===== src/design/charge_current_spec_selector_unit_macros.svh =====
// ---------------------------------------------------------------------------
// Charge current spec selector - assertion macros
// Clocked on clk, disabled while rst is high.
// ---------------------------------------------------------------------------
`ifndef CHARGE_CURRENT_SPEC_SELECTOR_UNIT_MACROS_SVH
`define CHARGE_CURRENT_SPEC_SELECTOR_UNIT_MACROS_SVH

// same-cycle implication
`define CCSS_ASSERT_IMP(lbl, ante, cons) \
  lbl: assert property (@(posedge clk) disable iff (rst) (ante) |-> (cons)) \
    else $error("ccss assertion failed");

// next-cycle implication
`define CCSS_ASSERT_NEXT(lbl, ante, cons) \
  lbl: assert property (@(posedge clk) disable iff (rst) (ante) |=> (cons)) \
    else $error("ccss assertion failed");

`endif


===== src/design/ccss_pkg.sv =====
// ---------------------------------------------------------------------------
// Charge current spec selector - package
// Entry layout, codes, hysteresis constants and controller/datapath structs.
// ---------------------------------------------------------------------------
package ccss_pkg;

  localparam logic [2:0] NO_MATCH = 3'd6;
  localparam logic [2:0] NONE_YET = 3'd7;

  localparam logic signed [9:0] TEMP_HYST = 10'sd2;
  localparam logic [16:0]       VOLT_HYST = 17'd200;

  localparam logic [2:0] REG_ENTRY0   = 3'd0;
  localparam logic [2:0] REG_ENTRY1   = 3'd1;
  localparam logic [2:0] REG_ENTRY2   = 3'd2;
  localparam logic [2:0] REG_ENTRY3   = 3'd3;
  localparam logic [2:0] REG_COUNT    = 3'd4;
  localparam logic [2:0] REG_FLOAT    = 3'd5;
  localparam logic [2:0] REG_STEP_CUR = 3'd6;
  localparam logic [2:0] REG_STEP_PER = 3'd7;

  localparam logic OP_MEAS = 1'b0;
  localparam logic OP_TICK = 1'b1;

  typedef struct packed {
    logic [15:0]        curr;
    logic [15:0]        volt;
    logic signed [7:0]  tmax;
    logic signed [7:0]  tmin;
  } entry_t;

  typedef struct packed {
    logic latch;
    logic take_t;
    logic take_c;
    logic scan;
    logic decide;
    logic commit;
  } ctrl_cmd_t;

  typedef struct packed {
    logic op_tick;
    logic eff_zero;
    logic scan_last;
  } ctrl_sts_t;

endpackage


===== src/design/ccss_in_if.sv =====
// ---------------------------------------------------------------------------
// Charge current spec selector - measurement channel
// Valid/ready channel carrying one measurement or millisecond tick request.
// ---------------------------------------------------------------------------
interface ccss_in_if;
  logic              valid;
  logic              ready;
  logic              op;
  logic signed [7:0] temperature;
  logic [15:0]       voltage;
  logic              chg_present;

  modport source (output valid, output op, output temperature, output voltage,
                  output chg_present, input ready);
  modport sink   (input valid, input op, input temperature, input voltage,
                  input chg_present, output ready);
endinterface


===== src/design/ccss_out_if.sv =====
// ---------------------------------------------------------------------------
// Charge current spec selector - vote channel
// Valid/ready channel carrying one vote result request.
// ---------------------------------------------------------------------------
interface ccss_out_if;
  logic        valid;
  logic        ready;
  logic [15:0] current_vote;
  logic        vote_made;
  logic [2:0]  selected_entry;

  modport source (output valid, output current_vote, output vote_made,
                  output selected_entry, input ready);
  modport sink   (input valid, input current_vote, input vote_made,
                  input selected_entry, output ready);
endinterface


===== src/design/charge_current_spec_selector_unit.sv =====
// ---------------------------------------------------------------------------
// Charge current spec selector - top level
// A request is taken only while the controller is idle, so requests are handled
// one at a time. A measurement scans the entries in use through the single read
// port of the entry memory; a tick, or a measurement with the table disabled,
// skips the scan.
// Reset clears config registers, entry valid bits and selector state at once.
// ---------------------------------------------------------------------------
`include "charge_current_spec_selector_unit_macros.svh"

module charge_current_spec_selector_unit #(
  parameter int TABLE_ENTRIES = 4
) (
  input  logic        clk,
  input  logic        rst,
  ccss_in_if.sink     meas,
  ccss_out_if.source  vote,
  input  logic        cfg_we,
  input  logic [2:0]  cfg_index,
  input  logic [47:0] cfg_data
);

  ccss_pkg::ctrl_cmd_t cmd;
  ccss_pkg::ctrl_sts_t sts;

  ccss_ctrl u_ctrl (
    .clk        (clk),
    .rst        (rst),
    .meas_valid (meas.valid),
    .meas_ready (meas.ready),
    .vote_valid (vote.valid),
    .vote_ready (vote.ready),
    .sts        (sts),
    .cmd        (cmd)
  );

  ccss_datapath #(
    .TABLE_ENTRIES (TABLE_ENTRIES)
  ) u_datapath (
    .clk            (clk),
    .rst            (rst),
    .cmd            (cmd),
    .sts            (sts),
    .op             (meas.op),
    .temperature    (meas.temperature),
    .voltage        (meas.voltage),
    .chg_present    (meas.chg_present),
    .cfg_we         (cfg_we),
    .cfg_index      (cfg_index),
    .cfg_data       (cfg_data),
    .current_vote   (vote.current_vote),
    .vote_made      (vote.vote_made),
    .selected_entry (vote.selected_entry)
  );

  `CCSS_ASSERT_NEXT(a_busy_after_take, meas.valid && meas.ready, !meas.ready)
  `CCSS_ASSERT_NEXT(a_commit_shows, cmd.commit, vote.valid)
  `CCSS_ASSERT_IMP(a_cmd_exclusive, 1'b1, $onehot0({cmd.take_t, cmd.take_c, cmd.scan, cmd.decide, cmd.commit}))

endmodule


===== src/design/ccss_ctrl.sv =====
// ---------------------------------------------------------------------------
// Charge current spec selector - controller
// Sequences entry fetches, table scan, decision and commit of one request.
// ---------------------------------------------------------------------------
module ccss_ctrl (
  input  logic                clk,
  input  logic                rst,
  input  logic                meas_valid,
  output logic                meas_ready,
  output logic                vote_valid,
  input  logic                vote_ready,
  input  ccss_pkg::ctrl_sts_t sts,
  output ccss_pkg::ctrl_cmd_t cmd
);

  typedef enum logic [2:0] {IDLE, FETCH_T, FETCH_C, SCAN, DECIDE, COMMIT} state_t;

  state_t state, state_next;
  logic   commit_ok;

  assign meas_ready = (state == IDLE);
  assign commit_ok  = (state == COMMIT) && (!vote_valid || vote_ready);

  always_comb begin
    cmd        = '0;
    cmd.latch  = meas_valid && meas_ready;
    cmd.take_t = (state == FETCH_T);
    cmd.take_c = (state == FETCH_C);
    cmd.scan   = (state == SCAN);
    cmd.decide = (state == DECIDE);
    cmd.commit = commit_ok;
  end

  always_comb begin
    state_next = state;
    unique case (state)
      IDLE:    if (meas_valid) state_next = FETCH_T;
      FETCH_T: state_next = FETCH_C;
      FETCH_C: begin
        if (sts.op_tick || sts.eff_zero) state_next = COMMIT;
        else state_next = SCAN;
      end
      SCAN:    if (sts.scan_last) state_next = DECIDE;
      DECIDE:  state_next = COMMIT;
      COMMIT:  if (commit_ok) state_next = IDLE;
      default: state_next = IDLE;
    endcase
  end

  always_ff @(posedge clk) begin
    if (rst) begin
      state      <= IDLE;
      vote_valid <= 1'b0;
    end else begin
      state <= state_next;
      if (commit_ok) vote_valid <= 1'b1;
      else if (vote_ready) vote_valid <= 1'b0;
    end
  end

endmodule


===== src/design/ccss_datapath.sv =====
// ---------------------------------------------------------------------------
// Charge current spec selector - datapath
// Config registers, entry memory, scan, hysteresis decision and step-down.
// ---------------------------------------------------------------------------
module ccss_datapath #(
  parameter int TABLE_ENTRIES = 4
) (
  input  logic                clk,
  input  logic                rst,
  input  ccss_pkg::ctrl_cmd_t cmd,
  output ccss_pkg::ctrl_sts_t sts,
  input  logic                op,
  input  logic signed [7:0]   temperature,
  input  logic [15:0]         voltage,
  input  logic                chg_present,
  input  logic                cfg_we,
  input  logic [2:0]          cfg_index,
  input  logic [47:0]         cfg_data,
  output logic [15:0]         current_vote,
  output logic                vote_made,
  output logic [2:0]          selected_entry
);

  localparam int         IDX_W = (TABLE_ENTRIES > 1) ? $clog2(TABLE_ENTRIES) : 1;
  localparam logic [2:0] DEPTH = 3'(TABLE_ENTRIES);

  // configuration
  logic [2:0]  table_count;
  logic [15:0] float_voltage, step_current, step_period;
  logic [2:0]  eff;

  // entry memory
  ccss_pkg::entry_t   mem [TABLE_ENTRIES];
  logic [TABLE_ENTRIES-1:0] ent_valid;
  ccss_pkg::entry_t   rdata_raw, rdata;
  logic               rd_ok;
  logic [2:0]         rcode;
  logic [IDX_W-1:0]   raddr;
  logic               cfg_ent;

  // item and block state
  logic              op_q, online_q;
  logic signed [7:0] temp_q;
  logic [15:0]       volt_q;
  logic [2:0]        target_entry, step_entry;
  logic [15:0]       last_vote, tick_countdown;
  logic              step_pending;

  ccss_pkg::entry_t t_ent, cur_ent, sel_ent, tgt_ent;
  logic [2:0]  cnt, sel, tgt_code;
  logic        found, update_q, upd, match;
  logic [15:0] fcc;

  assign eff     = (table_count < DEPTH) ? table_count : DEPTH;
  assign cfg_ent = cfg_we && (cfg_index < DEPTH);

  always_ff @(posedge clk) begin
    if (rst) begin
      table_count   <= '0;
      float_voltage <= '0;
      step_current  <= '0;
      step_period   <= '0;
    end else if (cfg_we) begin
      unique case (cfg_index)
        ccss_pkg::REG_COUNT:    table_count   <= cfg_data[2:0];
        ccss_pkg::REG_FLOAT:    float_voltage <= cfg_data[15:0];
        ccss_pkg::REG_STEP_CUR: step_current  <= cfg_data[15:0];
        ccss_pkg::REG_STEP_PER: step_period   <= cfg_data[15:0];
        default: ;
      endcase
    end
  end

  always_ff @(posedge clk) begin
    if (rst) ent_valid <= '0;
    else if (cfg_ent) ent_valid[cfg_index[IDX_W-1:0]] <= 1'b1;
  end

  always_ff @(posedge clk) begin
    if (cfg_ent) mem[cfg_index[IDX_W-1:0]] <= ccss_pkg::entry_t'(cfg_data);
  end

  always_comb begin
    priority if (cmd.latch) rcode = target_entry;
    else if (cmd.take_t)    rcode = step_entry;
    else if (cmd.scan)      rcode = cnt + 3'd1;
    else                    rcode = 3'd0;
  end

  assign raddr = (rcode < DEPTH) ? rcode[IDX_W-1:0] : '0;

  always_ff @(posedge clk) begin
    rdata_raw <= mem[raddr];
    rd_ok     <= ent_valid[raddr];
  end

  assign rdata = rd_ok ? rdata_raw : '0;

  // latch, fetch and scan
  assign match = (temp_q >= rdata.tmin) && (temp_q < rdata.tmax) && (volt_q <= rdata.volt);

  always_ff @(posedge clk) begin
    if (cmd.latch) begin
      op_q     <= op;
      temp_q   <= temperature;
      volt_q   <= (voltage > float_voltage) ? float_voltage : voltage;
      online_q <= chg_present;
    end
    if (cmd.take_t) t_ent <= rdata;
    if (cmd.take_c) begin
      cur_ent  <= rdata;
      cnt      <= 3'd0;
      found    <= 1'b0;
      sel      <= ccss_pkg::NO_MATCH;
      update_q <= 1'b0;
    end
    if (cmd.scan) begin
      cnt <= cnt + 3'd1;
      if (!found && match) begin
        found   <= 1'b1;
        sel     <= cnt;
        sel_ent <= rdata;
      end
    end
    if (cmd.decide) update_q <= upd;
  end

  assign sts.op_tick   = (op_q == ccss_pkg::OP_TICK);
  assign sts.eff_zero  = (eff == 3'd0);
  assign sts.scan_last = (cnt == eff - 3'd1);

  // hysteresis decision
  logic signed [9:0] temp_w, tmin_w, tmax_w;
  logic              t_valid;

  assign fcc     = found ? sel_ent.curr : 16'd0;
  assign t_valid = target_entry < eff;
  assign temp_w  = {{2{temp_q[7]}}, temp_q};
  assign tmin_w  = {{2{sel_ent.tmin[7]}}, sel_ent.tmin};
  assign tmax_w  = {{2{sel_ent.tmax[7]}}, sel_ent.tmax};

  always_comb begin
    upd = 1'b0;
    if (sel != target_entry) begin
      priority if (!t_valid || (fcc <= t_ent.curr) || !online_q) begin
        upd = 1'b1;
      end else if ((sel_ent.tmin == t_ent.tmin) && (sel_ent.tmax == t_ent.tmax)) begin
        upd = ({1'b0, volt_q} + ccss_pkg::VOLT_HYST) <= {1'b0, sel_ent.volt};
      end else begin
        upd = (temp_w <= tmax_w - ccss_pkg::TEMP_HYST) &&
              (temp_w >= tmin_w + ccss_pkg::TEMP_HYST);
      end
    end
  end

  // step-down evaluation
  logic               tgt_valid, cur_valid, diff_lt, step_en;
  logic signed [16:0] diff;
  logic [15:0]        se_fcc, se_tfcc, se_count;
  logic [2:0]         se_step;
  logic               se_pending;

  assign tgt_code  = op_q ? target_entry : sel;
  assign tgt_ent   = op_q ? t_ent : sel_ent;
  assign tgt_valid = tgt_code < eff;
  assign cur_valid = step_entry < eff;
  assign diff      = $signed({1'b0, last_vote}) - $signed({1'b0, step_current});
  assign diff_lt   = diff < $signed({1'b0, tgt_ent.curr});
  assign step_en   = (step_current != 16'd0) && (step_period != 16'd0);

  always_comb begin
    se_tfcc = '0;
    se_fcc  = '0;
    if (tgt_valid) begin
      se_tfcc = tgt_ent.curr;
      se_fcc  = last_vote;
      priority if (!cur_valid || !online_q ||
                   ((cur_ent.tmin != tgt_ent.tmin) && (cur_ent.tmax != tgt_ent.tmax))) begin
        se_fcc = tgt_ent.curr;
      end else if ((last_vote > tgt_ent.curr) && (volt_q >= cur_ent.volt)) begin
        se_fcc = diff_lt ? tgt_ent.curr : diff[15:0];
      end else begin
        se_fcc = last_vote;
      end
    end
  end

  assign se_step    = (se_fcc <= se_tfcc) ? tgt_code : step_entry;
  assign se_pending = (se_step != tgt_code);
  assign se_count   = se_pending ? step_period : 16'd0;

  // commit
  logic [2:0]  target_next, step_next;
  logic [15:0] last_vote_next, countdown_next;
  logic        pending_next, voted;

  always_comb begin
    target_next    = target_entry;
    step_next      = step_entry;
    last_vote_next = last_vote;
    countdown_next = tick_countdown;
    pending_next   = step_pending;
    voted          = 1'b0;
    if (op_q == ccss_pkg::OP_MEAS) begin
      if (update_q) begin
        target_next = sel;
        if (!step_en) begin
          last_vote_next = fcc;
          voted          = 1'b1;
        end else if (!step_pending) begin
          last_vote_next = se_fcc;
          step_next      = se_step;
          pending_next   = se_pending;
          countdown_next = se_count;
          voted          = 1'b1;
        end
      end
    end else if (step_pending) begin
      if (tick_countdown <= 16'd1) begin
        last_vote_next = se_fcc;
        step_next      = se_step;
        pending_next   = se_pending;
        countdown_next = se_count;
        voted          = 1'b1;
      end else begin
        countdown_next = tick_countdown - 16'd1;
      end
    end
  end

  always_ff @(posedge clk) begin
    if (rst) begin
      target_entry   <= ccss_pkg::NONE_YET;
      step_entry     <= ccss_pkg::NONE_YET;
      last_vote      <= '0;
      tick_countdown <= '0;
      step_pending   <= 1'b0;
    end else if (cmd.commit) begin
      target_entry   <= target_next;
      step_entry     <= step_next;
      last_vote      <= last_vote_next;
      tick_countdown <= countdown_next;
      step_pending   <= pending_next;
    end
  end

  always_ff @(posedge clk) begin
    if (cmd.commit) begin
      current_vote   <= last_vote_next;
      vote_made      <= voted;
      selected_entry <= target_next;
    end
  end

endmodule


===== src/flat_wrapper.sv =====
// flat-port wrapper written by rule: the top's interface ports become plain ports
module charge_current_spec_selector_unit_flat 
#(
  parameter int TABLE_ENTRIES = 4
)
  (clk, rst, cfg_we, cfg_index, cfg_data, meas_valid, meas_op, meas_temperature, meas_voltage, meas_chg_present, meas_ready, vote_valid, vote_current_vote, vote_vote_made, vote_selected_entry, vote_ready);
  ccss_in_if meas_i ();
  ccss_out_if vote_i ();
  input  logic clk;
  input  logic rst;
  input  logic cfg_we;
  input  logic [2:0] cfg_index;
  input  logic [47:0] cfg_data;
  input wire logic [$bits(meas_i.valid)-1:0] meas_valid;
  input wire logic [$bits(meas_i.op)-1:0] meas_op;
  input wire logic [$bits(meas_i.temperature)-1:0] meas_temperature;
  input wire logic [$bits(meas_i.voltage)-1:0] meas_voltage;
  input wire logic [$bits(meas_i.chg_present)-1:0] meas_chg_present;
  output wire logic [$bits(meas_i.ready)-1:0] meas_ready;
  output wire logic [$bits(vote_i.valid)-1:0] vote_valid;
  output wire logic [$bits(vote_i.current_vote)-1:0] vote_current_vote;
  output wire logic [$bits(vote_i.vote_made)-1:0] vote_vote_made;
  output wire logic [$bits(vote_i.selected_entry)-1:0] vote_selected_entry;
  input wire logic [$bits(vote_i.ready)-1:0] vote_ready;
  assign meas_i.valid = meas_valid;
  assign meas_i.op = meas_op;
  assign meas_i.temperature = meas_temperature;
  assign meas_i.voltage = meas_voltage;
  assign meas_i.chg_present = meas_chg_present;
  assign meas_ready = meas_i.ready;
  assign vote_valid = vote_i.valid;
  assign vote_current_vote = vote_i.current_vote;
  assign vote_vote_made = vote_i.vote_made;
  assign vote_selected_entry = vote_i.selected_entry;
  assign vote_i.ready = vote_ready;
  charge_current_spec_selector_unit #(.TABLE_ENTRIES(TABLE_ENTRIES)) u_core (.clk(clk), .rst(rst), .meas(meas_i), .vote(vote_i), .cfg_we(cfg_we), .cfg_index(cfg_index), .cfg_data(cfg_data));
endmodule

===== config.mk =====
export PLATFORM = sky130hd
export DESIGN_NAME = charge_current_spec_selector_unit_flat
export DESIGN_NICKNAME = d
export VERILOG_FILES = /design/src/design/ccss_pkg.sv /design/src/design/ccss_in_if.sv /design/src/design/ccss_out_if.sv /design/src/design/charge_current_spec_selector_unit.sv /design/src/design/ccss_ctrl.sv /design/src/design/ccss_datapath.sv /design/src/flat_wrapper.sv
export VERILOG_INCLUDE_DIRS = /design/src /design/src/design
export SDC_FILE = /design/constraint.sdc
export NUM_CORES = 1
export LEC_CHECK = 0
export BUFFER_PORTS_ARGS = -buffer_cell sky130_fd_sc_hd__buf_2
export CORE_MARGIN = 2
export CORE_UTILIZATION = 55
export DETAILED_ROUTE_END_ITERATION = 8
export PLACE_DENSITY = 0.74
export SYNTH_ARGS = -nofsm -noshare
export SYNTH_HDL_FRONTEND = slang
export SYNTH_SLANG_ARGS = --single-unit

===== constraint.sdc =====
create_clock -name clk -period 7.61 [get_ports clk]
set_input_delay 0.3805 -clock clk [delete_from_list [all_inputs] [get_ports clk]]
set_output_delay 0.3805 -clock clk [all_outputs]
set_load 0.01 [all_outputs]

==> impl_metrics.toml <==
[worst_setup_path]
timing.critical_path.slowest_stage_cell = "sky130_fd_sc_hd__o31ai_4"
crit_path_launch_type = "flip-flop"
r2r_start = "u_core.u_datapath.last_vote[0]$_SDFFE_PP0P_"
path_max_fanout = 14
reg2regPathDepth = 30
max_stage_delay_ns = 0.67
cp.required_ns = 8.07
arrival_ns = 7.33
end_kind = "flip-flop"
setup.worst_path.class = "reg -> reg"
worst-r2r-setup-slack_ns = 0.74
timing.rr.end = "u_core.u_datapath.tick_countdown[7]$_SDFFE_PP0P_"

[global_routing]
grt_pass1_wl_um = 105000
grt_max_degree = 74
globalRouteTotalUtil_pct = 29.1
grt_pass1_vias = 17900
antenna_found_initial = 2
grt.overflow.total = 0

[final_layout]
multi_input_comb_area_mm2 = 0.0104
n_fill_cell = 3593
area.growth.synth_to_final_pct = 13.3
drive_above_1_share_pct = 11.0
final_cell_mix = "354 x sky130_fd_sc_hd__edfxtp_1, 328 x sky130_fd_sc_hd__nand2_1, 190 x sky130_fd_sc_hd__ha_1"
register_area_mm2 = 0.0137
final_cell_count_without_fillers = 3101
layout_commonest_cell = "sky130_fd_sc_hd__edfxtp_1"
finish.net_count = 2730
final_cell_area_mm2 = 0.0283
post-route-util_pct = 62.7

[synthesis]
synth_async_sr_flop_share_pct = 0
synth_cells = 2310
number_of_enable_type_register_cells_in_the_synthesized_netlist = 354
synthMuxAreaShare_pct = 2.52
yosys_register_bits = 505
synth_warnings = 0
yosys.area_share.adder_pct = 9.61
synth.cell_area_mm2 = 0.0250
synth_seq_area_share_pct = 54.7
dominantRegCellSynth = "sky130_fd_sc_hd__edfxtp_1"
synth_top_family_by_area = "compound AO/OA/AOI/OAI gates"
synth.avg_cell_area_um2 = 10.8
synth_xor_area_share_pct = 2.74
synth-simple-area-share_pct = 13.2
postSynthNetCount = 2583
synth_cell_types = 80
synth-compound-area-share_pct = 13.4

[drt]
drt-initial-drc-count = 1816
post-route-drc-count = 0
avgViaCountPerCell = 6.01
vias = 18600
routedWlPerCell_um = 22.0
drt_pass1_iterations = 5
drt_wl_total_um = 68400
antenna_left = 0

[sta]
fmaxAchievable_mhz = 146
worst_pin_slew_ns = 1.16
timing.final.ws_setup_ns = 0.741
grt_setup_unrepaired = "no"
final_min_period_over_clock_period_pct = 90.3
final-hold-violation-count = 0
headroom_to_the_max_slew_limit_pct = 22.7
maxSlewViolCount = 0
totalNegativeSetupSlack_ns = 0
fin_worst_hold_slack_ns = 0.0271
setup_violations = 0
timing.final.crit_period_ns = 6.87
fin_worst_skew_ns = 0.0185

[die]
chipWidth_um = 217
start_util_pct = 55.3
die_y_um = 217
dieArea_mm2 = 0.0471
core.rowCount = 78
core_area_mm2 = 0.0451
ios = 104

[run]
drv_cap = 0

[place]
port-buffer-count = 103
post-place-cells = 2961
pre_cts_ws_ns = 0.939
place_congestion = 0.964
dpl.hpwl_um = 48400
placement.cell_area_mm2 = 0.0262

[cts]
clkSinkCount = 505
cts_made_buffers = 53
clk_buf_depth = 3
cts.htree.levels = 2
cts.root.buffer_cell = "sky130_fd_sc_hd__clkbuf_16"
cts_tree = "built"
clk_transition_reported_paths_ns = 0.07
worstSkewPairLatency_ns = 0.62
cts.repair_timing.setup_buffer_count = 0

[min_path]
whs_endpoint = "u_core.u_datapath.mem[2][37]$_DFFE_PP_"
worstHoldPathType = "in -> reg"
hp-start = "cfg_data[37]"
hold_path_depth = 1

[pwr]
total_power_mw = 7.00
power.density_cell_area_mw_per_mm2 = 248
power.ir.vdd_worst_uv = 216
leak_pwr_nw = 11.1

[outcome]
status = "finished clean"
what timing repair did:
item                      CTS  global route
hold endpoints to repair  134             0
hold buffers               41             0
resized for setup           0             0
cells in the mapped netlist (4+ instances only):
cell | number | area (µm²)
sky130_fd_sc_hd__edfxtp_1 | 354 | 10600
sky130_fd_sc_hd__nand2_1 | 328 | 1230
sky130_fd_sc_hd__ha_1 | 190 | 2380
sky130_fd_sc_hd__inv_1 | 157 | 589
sky130_fd_sc_hd__dfxtp_1 | 151 | 3020
sky130_fd_sc_hd__a21oi_1 | 137 | 686
sky130_fd_sc_hd__nor2_1 | 125 | 469
sky130_fd_sc_hd__clkbuf_1 | 74 | 278
sky130_fd_sc_hd__a31oi_1 | 68 | 425
sky130_fd_sc_hd__xnor2_1 | 59 | 517
sky130_fd_sc_hd__o21ai_0 | 58 | 290
sky130_fd_sc_hd__o22ai_1 | 56 | 350
sky130_fd_sc_hd__nor3_1 | 50 | 250
sky130_fd_sc_hd__and2_1 | 38 | 238
sky130_fd_sc_hd__nand4_1 | 35 | 219
sky130_fd_sc_hd__a21o_1 | 33 | 248
sky130_fd_sc_hd__o21a_1 | 33 | 248
sky130_fd_sc_hd__nand2b_1 | 32 | 200
sky130_fd_sc_hd__mux2i_1 | 31 | 310
sky130_fd_sc_hd__nand3_1 | 30 | 150
sky130_fd_sc_hd__mux2_2 | 27 | 304
sky130_fd_sc_hd__nor2b_1 | 24 | 150
sky130_fd_sc_hd__xor2_1 | 19 | 166
sky130_fd_sc_hd__nor4_1 | 18 | 113
sky130_fd_sc_hd__a211oi_1 | 14 | 105
sky130_fd_sc_hd__and3_1 | 14 | 87.6
sky130_fd_sc_hd__a221oi_1 | 13 | 114
sky130_fd_sc_hd__a22oi_1 | 12 | 90.1
sky130_fd_sc_hd__o21ai_1 | 12 | 60.1
sky130_fd_sc_hd__o211ai_1 | 8 | 60.1
sky130_fd_sc_hd__a211o_1 | 6 | 52.6
sky130_fd_sc_hd__buf_2 | 6 | 30.0
sky130_fd_sc_hd__o31a_1 | 6 | 52.6
sky130_fd_sc_hd__o31ai_1 | 6 | 45.0
sky130_fd_sc_hd__nand3b_1 | 5 | 37.5
sky130_fd_sc_hd__or3_1 | 5 | 31.3
sky130_fd_sc_hd__a2111oi_0 | 4 | 35.0
sky130_fd_sc_hd__a311oi_1 | 4 | 35.0
sky130_fd_sc_hd__buf_6 | 4 | 45.0
worst max-delay path, delay by kind of cell, from the launching register on:
kind / cells / cell delay (ns)
XOR/XNOR: 1 / 0.26
AO/OA/AOI/OAI: 14 / 3.30
buffers and inverters: 2 / 0.36
adder cells (fa/ha/maj): 4 / 1.00
flip-flops: 1 / 0.37
AND/OR/NAND/NOR: 9 / 1.37
per-layer routing:
metal	routed length (µm)	global-route usage [%]
met1	30600	43.0
met2	30200	44.2
met3	5480	4.10
met4	2150	9.91
met5	0	0
how the worst max path moves through the flow:
| stage | end | start | slack (ns) |
|---|---|---|---|
| 6_report | u_core.u_datapath.tick_countdown[7]$_SDFFE_PP0P_ | u_core.u_datapath.last_vote[0]$_SDFFE_PP0P_ | 0.74 |
| 2_1_floorplan | u_core.u_datapath.tick_countdown[10]$_SDFFE_PP0P_ | u_core.u_datapath.step_current[2]$_SDFFE_PP0P_ | 1.88 |
| 3_3_place_gp | u_core.u_datapath.tick_countdown[7]$_SDFFE_PP0P_ | u_core.u_datapath.last_vote[0]$_SDFFE_PP0P_ | 1.02 |
| 4_1_cts | u_core.u_datapath.tick_countdown[7]$_SDFFE_PP0P_ | u_core.u_datapath.last_vote[0]$_SDFFE_PP0P_ | 0.90 |
| 5_1_grt | u_core.u_datapath.tick_countdown[7]$_SDFFE_PP0P_ | u_core.u_datapath.last_vote[0]$_SDFFE_PP0P_ | 0.29 |
| 3_5_place_dp | u_core.u_datapath.tick_countdown[7]$_SDFFE_PP0P_ | u_core.u_datapath.last_vote[0]$_SDFFE_PP0P_ | 0.94 |
power by group:
part | switching (mW) | internal [mW]
clock | 1.08 | 1.40
combinational | 0.775 | 0.434
sequential | 0.131 | 3.18
kinds of logic (layout without fill, tap and decap cells):
logic type                 count (synthesis)  after routing
AOI/OAI and AO/OA                        512            512
DFF                                      505            505
other                                      0              1
adders and majority gates                191            191
and+or+nand+nor                          720            720
muxes                                     59             59
xor gates and xnor gates                  78             78
buffers and inverters                    245            435
state kept, by name, summed over array words and instances (netlist names), 8 cells and up:
name / count
u_core.u_datapath.cur_ent: 32
u_core.u_datapath.current_vote: 16
u_core.u_datapath.float_voltage: 16
u_core.u_datapath.last_vote: 16
u_core.u_datapath.mem: 192
u_core.u_datapath.rdata_raw: 48
u_core.u_datapath.sel_ent: 48
u_core.u_datapath.step_current: 16
u_core.u_datapath.step_period: 16
u_core.u_datapath.t_ent: 32
u_core.u_datapath.temp_q: 8
u_core.u_datapath.tick_countdown: 16
u_core.u_datapath.volt_q: 16
cell type report:
cell class | count | area share (%)
flip-flops and latches | 505 | 48.3
multi-input cells | 1560 | 36.8
clock buffers | 74 | 5.11
repair buffers | 179 | 4.26
well taps | 600 | 2.65
inverters | 158 | 2.10
clock inverters | 24 | 0.792
diodes | 1 | 0.00885
No activity file was read; power rests on OpenSTA's default activity.
